## config.mk

```make
export PLATFORM = sky130hd
export DESIGN_NAME = gsa_ram
export DESIGN_NICKNAME = d
export VERILOG_FILES = /design/src/design/gsa_ram.sv
export SDC_FILE = /design/constraint.sdc
export NUM_CORES = 2
export LEC_CHECK = 0
export BUFFER_PORTS_ARGS = -buffer_cell sky130_fd_sc_hd__buf_2
export CAP_MARGIN = 20
export CORE_AREA = 2 2 487 489
export CTS_CLUSTER_SIZE = 12
export DETAILED_ROUTE_END_ITERATION = 8
export DIE_AREA = 0 0 489 491
export GPL_TIMING_DRIVEN = 0
export PLACE_DENSITY_LB_ADDON = 0.08
export SYNTH_ARGS = -nofsm -noshare
export SYNTH_HDL_FRONTEND = slang
export SYNTH_SLANG_ARGS = --single-unit
```

## constraint.sdc

```tcl
create_clock -name clk_i -period 3.55 [get_ports clk_i]
set_input_delay 0.71 -clock clk_i [delete_from_list [all_inputs] [get_ports clk_i]]
set_output_delay 0.71 -clock clk_i [all_outputs]
set_load 0.02 [all_outputs]
```

## src/design/gsa_ram.sv

```systemverilog
// ----------------------------------------------------------------------------
// gsa_ram
// Generic simple dual-port RAM with registered read.
// ----------------------------------------------------------------------------
module gsa_ram #(
  parameter int WIDTH = 13,
  parameter int DEPTH = 256
) (
  input  logic                     clk_i,
  input  logic                     we_i,
  input  logic [$clog2(DEPTH)-1:0] waddr_i,
  input  logic [WIDTH-1:0]         wdata_i,
  input  logic                     re_i,
  input  logic [$clog2(DEPTH)-1:0] raddr_i,
  output logic [WIDTH-1:0]         rdata_o
);

  logic [WIDTH-1:0] mem_q [DEPTH];
  logic [WIDTH-1:0] rdata_q;

  always_ff @(posedge clk_i) begin
    if (we_i) begin
      mem_q[waddr_i] <= wdata_i;
    end
    if (re_i) begin
      rdata_q <= mem_q[raddr_i];
    end
  end

  assign rdata_o = rdata_q;

endmodule

```

### Word level (Yosys, flattened, before mapping)

Memory sizes are Yosys's and may differ from the RTL's. A register that Yosys moved wholly into a read port is not among the register bits.
Index checks and enable logic that the tools add are counted.

* bits in registers: 0
* RAM bits: 3328
* bits of input ports: 32
* logic and storage cells: 3
* memories kept: 1

* muxes and demuxes: 2

Memory list
* mem_q: words 256, bits a word 13, read ports 1, clocked after Yosys merged registers in 1, write ports 1, line 18 `logic [WIDTH-1:0] mem_q [DEPTH];`

Operator list (count)
* $mux W1: 2

### Depth between registers and ports, before layout

* depth after elaboration: 2
* depth in mapped cells: 12

### Worst setup path after synthesis

Ideal clock, no wire load.

* path type: input to register
* start point: input raddr_i[0]
* end point: register rdata_q[5] (netlist: rdata_o[5]) (read register of mem_q) (data pin)
* library setup time: 266 ps
* arrival: 2660 ps
* setup slack: 624 ps
* cell stages on the path: 9
* path through: buf_6 -> buf_6 -> buf_2 -> mux4_2 -> mux4_2 -> nand2_1 -> nand2_1 -> a211oi_1 -> nor4_2

RTL lines
* from (decl): line 14 `input logic [$clog2(DEPTH)-1:0] raddr_i,`
* to (decl): line 19 `logic [WIDTH-1:0] rdata_q;`

==> key figures <==
Status
  • Status: complete, but fails checks
  • Failing checks: setup timing

Timing
  • Fin crit period: 3.77 ns
  • Clk_skew: 0.0590 ns
  • Fin Hold WS: 0.191 ns
  • Worst-Margin Slew: 1.24 ns
  • Count of final setup violators: 13
  • Fmax: 265 MHz
  • Fin. Hold Viols: 0
  • Final worst setup slack: -0.222 ns
  • RSZ-0062 raised after global routing: yes
  • Period utilization: 106%
  • Slew HR: 17.5%
  • Slew Viols, Final: 0

Setup path
  • WP data arrival: 4.49 ns
  • Setup Crit Path Kind: in -> reg
  • R2R setup slack: 0.51 ns
  • Max FO, Critical Path: 10
  • Setup crit end kind: flop
  • WP data required: 4.27 ns
  • Crit start category: input port

Synth
  • Synth area leaders: edfxtp_1 (78%), mux4_2 (14%), mux2i_1 (1.9%), nor2_1 (0.81%), o221ai_1 (0.48%)
  • Post-Syn Nets: 5761
  • Yosys top cell by area: edfxtp_1
  • Synth async-reset ratio: 0%
  • Post-Syn Area: 0.129 mm²
  • Most common cell in the synthesized netlist: edfxtp_1
  • Leading cell types by count after synthesis: edfxtp_1 (3341), mux4_2 (794), nor2_1 (279)
  • Syn Area/Cell: 22.4 µm²
  • Synth Flop Type: edfxtp_1
  • Sequential area share after synthesis: 78.1%
  • Post-synth EDFFs: 3341
  • Yosys top cell area share: 78.1%
  • Number of library cell types mapped by synthesis: 54
  • Flops & latches, synth: 3341
  • Synth warn: 0
  • Cells after Synth: 5729

Clock tree
  • Root buffer cell: clkbuf_16
  • TritonCTS Sinks: 3341
  • Max clock buf depth: 4
  • Clock slew at reported path FFs: 0.06 ns
  • CTS tree: done
  • CTS Buf Count: 352
  • Clk Latency, worst-skew pair: 0.97 ns
  • H-tree Lvls: 5

Layout
  • FF/Latch Area: 0.100 mm²
  • Footprint of the multi-input gates: 0.0270 mm²
  • Design area: 0.147 mm²
  • Synth-to-layout area growth: 14.8%
  • Share of cells above drive strength 1: 29.7%
  • Layout Nets: 6421
  • Fill cell count: 15900

Route
  • Total wire length: 422000 µm
  • Number of routed nets with antenna violations: 0
  • 1st-pass router iterations: 8
  • Via density per instance: 6.95
  • WL per Instance: 43.3 µm
  • Vias: 67700
  • Detailed Route Iter0 Violations: 11900
  • Residual DRC: 0

Floorplan
  • Die ar.: 0.240 mm²
  • Die width: 489 µm
  • Core area: 0.235 mm²
  • Starting Density: 54.8%
  • Ports: 45
  • Placement Rows: 178
  • Die Ht: 491 µm

Placement
  • Setup WS pre-CTS: -2.32 ns
  • Hpwl dp: 292000 µm
  • PortBufs: 36
  • DP Area: 0.137 mm²
  • Gp weighted congestion: 1.02

Global route
  • Initial antenna violation count: 43
  • Total gr overflow: 0
  • Largest net degree at the start of global routing: 161
  • Vias in the first global route: 65000
  • Total track usage: 35.3%
  • First-pass GRT wire length: 562000 µm

Hold path
  • Worst hold path class: in -> reg

Power
  • Worst VDD drop: 0.499 mV
  • Power Dens Cells: 554 mW/mm²
  • Lkg Pwr: 46.3 nW

Job
  • Max-capacitance violation count: 0
==> what timing repair did <==
action                     CTS  global route
pin swaps                    7             4
hold buffers                 1             0
gates cloned                 0             0
hold endpoints to repair     5             0
buffers inserted             1             0
setup endpoints to repair   13            11
gates resized for setup    164            44
==> power breakdown <==
| part | internal [mW] | switching (mW) |
|---|---|---|
| Sequential | 43.5 | 0.0307 |
| Combinational | 1.56 | 3.66 |
| Clock | 18.4 | 14.5 |
| Total | 63.5 | 18.2 |
==> cell type report <==
cell class	instances	area share, %
Inverter	2	0.00509
Sequential cell	3341	68.0
Clock buffer	446	6.31
Tap cell	3150	2.67
Antenna cell	20	0.0339
Timing Repair Buffer	313	2.80
Buffer	335	1.52
Multi-Input combinational cell	2044	18.3
Clock inverter	89	0.299
==> through the flow <==
stage | total power, mW | instances | setup TNS [ns] | util, %
2_1_floorplan | 46.5 | 5729 | 0 | -
3_3_place_gp | 49.2 | 8915 | -7293.99 | 56.6
3_5_place_dp | 49.3 | 9189 | -648.79 | 58.4
4_1_cts | 81.6 | 9723 | 0 | 62.8
5_1_grt | 83.2 | 9724 | -0.00965 | 62.9
6_report | 81.6 | 9740 | -1.78 | 62.9
==> cells by family after synthesis <==
group | synth area share, %
AOI/OAI and AO/OA | 2.72
buffers and inverters | 1.57
DFF | 78.1
muxes | 15.8
and+or+nand+nor | 1.84
==> state kept, by name (all words and copies together), names as in the netlist <==
signal	count
rdata_o	13
mem_q	3328
==> metal layers <==
layer  GRT usage [%]  up-vias  part of all wire [%]
met5               0        -                 0.030
met2            51.2     4710                    44
li1                -    25700                     -
met1            47.3    36200                    36
met4            19.1       18                   6.7
met3            12.1     1044                    13
==> path summary, 6_finish.rpt <==
kind,startpoint,end,depth (start not counted)
max,raddr_i[1],rdata_o[0],11
min,wdata_i[9],mem_q[194][9],1
max reg2reg,mem_q[71][6],rdata_o[6],7
min reg2reg,mem_q[52][10],rdata_o[10],6
==> cell usage in the layout, fill, tap and decap left out, types with 13 or more instances in the layout <==
cell type | Yosys | final
o22ai_1 | 42 | 35
nor3_1 | 27 | 16
clkinv_2 | 0 | 20
diode_2 | 0 | 20
clkbuf_1 | 150 | 167
edfxtp_1 | 3341 | 3341
clkinv_1 | 1 | 62
buf_6 | 46 | 122
a211oi_1 | 40 | 26
nor2b_1 | 39 | 37
buf_4 | 41 | 131
nand2_1 | 91 | 90
a21oi_1 | 83 | 71
a221oi_1 | 54 | 49
clkbuf_2 | 0 | 51
o21ai_0 | 20 | 17
o221ai_1 | 70 | 70
buf_2 | 68 | 67
nor2_2 | 0 | 136
mux2i_1 | 241 | 239
a211oi_2 | 0 | 13
a22oi_1 | 67 | 67
nand3_1 | 29 | 29
clkbuf_4 | 0 | 18
buf_8 | 8 | 123
a22o_1 | 39 | 39
mux4_2 | 794 | 794
nand4_1 | 16 | 16
nor2_1 | 279 | 143
clkbuf_16 | 0 | 359
buf_16 | 0 | 35
==> critical path: stages <==
cell	delay (ns)
buf_4	0.23
buf_2	0.41
buf_2	0.38
buf_2	0.37
buf_8	0.22
mux4_2	0.32
a21oi_1	0.42
a21oi_1	0.31
a211oi_2	0.74
nor4_2	0.12
buf_4	0.21
(Power assumes the default switching activity.)
