### config.mk
export PLATFORM = sky130hd
export DESIGN_NAME = gsa_merge
export DESIGN_NICKNAME = d
export VERILOG_FILES = /design/src/design/gsa_pkg.sv /design/src/design/gsa_merge.sv
export SDC_FILE = /design/constraint.sdc
export NUM_CORES = 1
export LEC_CHECK = 0
export BUFFER_PORTS_ARGS = -buffer_cell sky130_fd_sc_hd__buf_2
export CAP_MARGIN = 40
export CORE_ASPECT_RATIO = 0.7
export CORE_MARGIN = 8
export CORE_UTILIZATION = 40
export DETAILED_ROUTE_END_ITERATION = 12
export GPL_TIMING_DRIVEN = 0
export PLACE_DENSITY = 0.84
export SLEW_MARGIN = 20
export SYNTH_ARGS = -nofsm -noshare
export SYNTH_HDL_FRONTEND = slang
export SYNTH_SLANG_ARGS = --single-unit
### constraint.sdc
create_clock -name vclk -period 1.3
set_input_delay 0.13 -clock vclk [all_inputs]
set_output_delay 0.13 -clock vclk [all_outputs]
set_load 0.02 [all_outputs]
### src/design/gsa_pkg.sv
// ----------------------------------------------------------------------------
// gsa_pkg
// Shared constants and types for the Goppa syndrome accumulator.
// ----------------------------------------------------------------------------
package gsa_pkg;

  localparam int MAX_POINTS   = 8192;
  localparam int SYNDROME_LEN = 256;
  localparam int GF_WIDTH     = 13;
  localparam int LANES        = 8;

  localparam int PT_W    = $clog2(MAX_POINTS);
  localparam int LANE_W  = $clog2(LANES);
  localparam int ROW_W   = PT_W - LANE_W;
  localparam int COL_W   = $clog2(SYNDROME_LEN);
  localparam int BANK_AW = ROW_W + COL_W;
  localparam int PIU_W   = 14;

  typedef enum logic [1:0] {
    CMD_WRITE = 2'd0,
    CMD_CLEAR = 2'd1,
    CMD_ACCUM = 2'd2,
    CMD_READ  = 2'd3
  } cmd_e;

  typedef enum logic [1:0] {
    ST_IDLE,
    ST_ACC,
    ST_DRAIN,
    ST_READ
  } state_e;

  typedef logic [LANES-1:0][GF_WIDTH-1:0] lane_data_t;

  typedef struct packed {
    logic [LANES-1:0] mask;
    logic             acc_valid;
  } merge_ctrl_t;

endpackage

### src/design/gsa_merge.sv
// ----------------------------------------------------------------------------
// gsa_merge
// Merging stage: xors the selected lane rows into one accumulator word.
// ----------------------------------------------------------------------------
module gsa_merge
  import gsa_pkg::*;
(
  input  merge_ctrl_t         ctrl_i,
  input  lane_data_t          lane_i,
  input  logic [GF_WIDTH-1:0] acc_i,
  output logic [GF_WIDTH-1:0] sum_o
);

  always_comb begin
    sum_o = ctrl_i.acc_valid ? acc_i : '0;
    for (int b = 0; b < LANES; b++) begin
      if (ctrl_i.mask[b]) begin
        sum_o = sum_o ^ lane_i[b];
      end
    end
  end

endmodule

* Word-level counts from Yosys, hierarchy flattened
Cells that the tools add are included.
Storage, ports and cells: word-level logic and storage cells 17, bits of input ports 126, flip-flop bits (word level) 0
Operators by class: multiplexer cells 9, bitwise logic cells 8
Operators with widths (count):
- 13-bit two-way mux | 9
- 13-bit bitwise XOR | 8

* Logic depth before layout (Yosys ltp)
depth in word-level cells 17, gate-level depth with buffers 5, gate-level depth less buffers 4

* Worst setup path after synthesis
OpenSTA, ideal clock, no wires.
path type input-to-output, start input ctrl_i[1] (netlist name), end output sum_o[10], arrival 1284 ps, path buffers 1, stages on the path 5, required time 1170 ps, setup slack -114 ps, path through buf_2 > nand2_1 > xor2_1 > xnor3_1 > xnor2_1
On the way: cells in the longest elaborated chain, start to end 15
RTL lines:
- start: declaration | RTL line gsa_merge.sv:8 | input merge_ctrl_t ctrl_i,
- 13-bit two-way mux (*) | RTL line gsa_merge.sv:17 | if (ctrl_i.mask[b]) begin
- 13-bit bitwise XOR | RTL line gsa_merge.sv:18 | sum_o = sum_o ^ lane_i[b];
- 13-bit two-way mux (*) | RTL line gsa_merge.sv:17
- 13-bit bitwise XOR | RTL line gsa_merge.sv:18
- 13-bit two-way mux (*) | RTL line gsa_merge.sv:17
- 13-bit bitwise XOR | RTL line gsa_merge.sv:18
- 13-bit two-way mux (*) | RTL line gsa_merge.sv:17
- 13-bit bitwise XOR | RTL line gsa_merge.sv:18
- 13-bit two-way mux (*) | RTL line gsa_merge.sv:17
- 13-bit bitwise XOR | RTL line gsa_merge.sv:18
- 13-bit two-way mux (*) | RTL line gsa_merge.sv:17
- 13-bit bitwise XOR | RTL line gsa_merge.sv:18
- 13-bit two-way mux (*) | RTL line gsa_merge.sv:17
- 13-bit bitwise XOR | RTL line gsa_merge.sv:18
- 13-bit two-way mux (*) | RTL line gsa_merge.sv:17
- end: declaration | RTL line gsa_merge.sv:11 | output logic [GF_WIDTH-1:0] sum_o
Every way passes the cells marked *; elsewhere a longest branch is shown, timed or not.

* Worst setup path after layout
start input ctrl_i[7] (netlist name), end output sum_o[8]
On the way: cells in the longest elaborated chain, start to end 3
RTL lines (RTL line):
- 13-bit two-way mux (*) | gsa_merge.sv:17
- 13-bit bitwise XOR | gsa_merge.sv:18
- 13-bit two-way mux (*) | gsa_merge.sv:17
Marked as above.

==> metrics.md <==
| Metric | Value |
|---|---|
| Data required, critical path | 1.17 ns |
| Layout clock buffers | 0 |
| Final critical-path setup slack | -0.3193 ns |
| Wire length per cell | 16.47 µm |
| Overall overflow remaining after global route | 0 |
| Hold-fix buffer count after cts | 0 |
| Data arrival, critical path | 1.49 ns |
| Share of the synthesized area in the top cell type | 0.2785 |
| I/O Buffers | 139 |
| Synthesized area per cell | 7.144 µm² |
| Initial core utilization | 0.4050 |
| Ys Warns | 0 |
| CP Class | in2out |
| Remaining design rule violation count | 0 |
| Total routing resource utilization after global routing | 0.1989 |
| Library cells used by synthesis | 10 |
| Wire length of the first global-routing pass | 9867 µm |
| Cell taking the most area after synthesis | sky130_fd_sc_hd__nand2_1 |
| Fraction of layout instances using a drive strength above 1 | 0.6300 |
| Fill cell count | 267 |
| Accumulated negative setup slack | -2.294 ns |
| Number of core rows | 19 |
| Die H | 68.09 µm |
| Final critical-path share of the clock period | 1.246 |
| Relative slew slack | 0.8103 |
| Antenna violation net count after detailed routing | 0 |
| Cell Chain, Critical Path | buf_8, buf_8, nand2_1, xor2_1, xnor3_2, xnor2_2, buf_4 |
| Critical Path Slowest Stage Cell | sky130_fd_sc_hd__xnor3_2 |
| Maximum number of pins on one net before global-route repair | 11 |
| DRC violation total after the first TritonRoute iteration | 66 |
| CP Capture Type | primary output |
| Post-synthesis instance total | 217 |
| Total length of routed wires | 7001 µm |
| Post-layout min period | 1.619 ns |
| Static Leakage | 0.001689 µW |
| Max-slew violation count | 0 |
| Seq_cells | 0 |
| Final weighted congestion of routability-driven global placement | 0.7799 |
| Endpoints failing hold | 0 |
| Power density over the cells | 664.3 nW/µm² |
| Critical Path Start Type | input pin |
| Portion of the post-synthesis area used by sequential elements | 0 |
| Violated checks | setup timing |
| Width of the die | 90.41 µm |
| Worst hold path class | in2out |
| VDD IR max | 436.4 µV |
| Number of antenna violations at the first check in global routing | 0 |
| Total number of nets in the final design | 501 |
| Post-Syn Area | 1550 µm² |
| Core area | 3827 µm² |
| Final-report setup violation count | 13 |
| Slowest stage delay, CP | 0.51 ns |
| Transition time of the tightest slew-check pin | 0.2825 ns |
| Outcome | complete, but fails checks |
| Register area | 0 µm² |
| I/O pin count | 139 |
| Ant diodes | 0 |
| Layout Area Growth over Synthesis | 94.67% |
| CP most frequent cell | sky130_fd_sc_hd__buf_8 |
| First-pass DRT Iterations | 4 |
| Peak clock frequency supported by timing | 0.6175 GHz |
| Post-route core utilization | 0.7885 |
| Die footprint | 6156 µm² |
| Leading post-synthesis cells by cell area | sky130_fd_sc_hd__nand2_1 28%, sky130_fd_sc_hd__xnor2_1 24%, sky130_fd_sc_hd__xnor3_1 19%, sky130_fd_sc_hd__xor2_1 15%, sky130_fd_sc_hd__xnor2_2 10% |
| Worst-path maximum fanout | 8 |
| Via count of the first global-routing pass | 2,076 |
| Max-cap violations | 0 |
| Synthesized net count | 343 |
| Per-cell via count in the routed design | 4.699 |
| Vias after detailed routing | 1,997 |
| Unrepaired setup endpoints after global routing | yes |
| DPL Wire Length | 4849 µm |
## layout make-up
type | instances | area [µm²] | share of cell area
multi-input cells | 208 | 1849 | 0.6128
repair buffers | 156 | 1005 | 0.3329
well taps | 52 | 65.06 | 0.02156
plain buffers | 9 | 98.84 | 0.03275
## critical path, delay by kind of cell
family                    cells  cell delay (ns)
xor gates and xnor gates      3             0.88
buffers and inverters         3             0.39
and+or+nand+nor               1             0.09
## power by group
part | leakage, µW | internal (µW) | total, µW | switching, µW
logic | 0.00169 | 1090 | 2000 | 911
clock network | 0 | 0 | 0 | 0
registers | 0 | 0 | 0 | 0
total | 0.00169 | 1090 | 2000 | 911
## Yosys cell counts
cell	number
sky130_fd_sc_hd__clkbuf_1	1
sky130_fd_sc_hd__buf_6	1
sky130_fd_sc_hd__buf_4	2
sky130_fd_sc_hd__nand2_2	2
sky130_fd_sc_hd__buf_2	5
sky130_fd_sc_hd__nand2_1	115
sky130_fd_sc_hd__xnor3_1	13
sky130_fd_sc_hd__xnor2_1	42
sky130_fd_sc_hd__xnor2_2	10
sky130_fd_sc_hd__xor2_1	26
## stage by stage
stage / hold slack [ns] / power, µW / setup slack (ns) / cells / cell area [µm²]
2_1_floorplan: 0.5901 / 1165 / -0.01689 / 217 / 1650
3_3_place_gp: 0.7659 / 1626 / -0.3048 / 408 / 2411
3_5_place_dp: 0.7743 / 1655 / -0.3185 / 408 / 2411
4_1_cts: 0.7677 / 1928 / -0.2844 / 424 / 2865
5_1_grt: 0.7854 / 2111 / -0.3448 / 425 / 3018
6_report: 0.7612 / 2005 / -0.3193 / 425 / 3018
## cells by family after synthesis
logic type / count (synthesis) / synth area share
xor+xnor: 91 / 0.6780
simple gates: 117 / 0.2865
buf+inv: 9 / 0.03550
## per-layer routing
layer / up-vias / wire length (µm) / track usage
li1: 971 / - / -
met1: 918 / 2479 / 0.2162
met2: 100 / 3910 / 0.4132
met3: 8 / 508 / 0.03724
met4: 0 / 103 / 0.01856
met5: - / 0 / 0
## layout by cell type, fill, tap and decap left out, drive strengths merged
cell	Yosys	layout
xnor3	13	13
clkbuf	1	2
nand2	117	117
xor2	26	26
xnor2	52	52
buf	8	163
## path summary, 6_finish.rpt
kind	start	endpoint	slack (ns)	depth (start not counted)
min	lane_i[11]	sum_o[11]	0.76	5
max	ctrl_i[7]	sum_o[8]	-0.32	7
## what timing repair did
action,CTS,global route
hold endpoints to repair,0,0
gates cloned,4,0
pin swaps,32,24
endpoints found under the setup margin,13,13
setup buffers,12,1
resized for setup,87,35
Note: power is estimated with default switching activity, not from simulation.
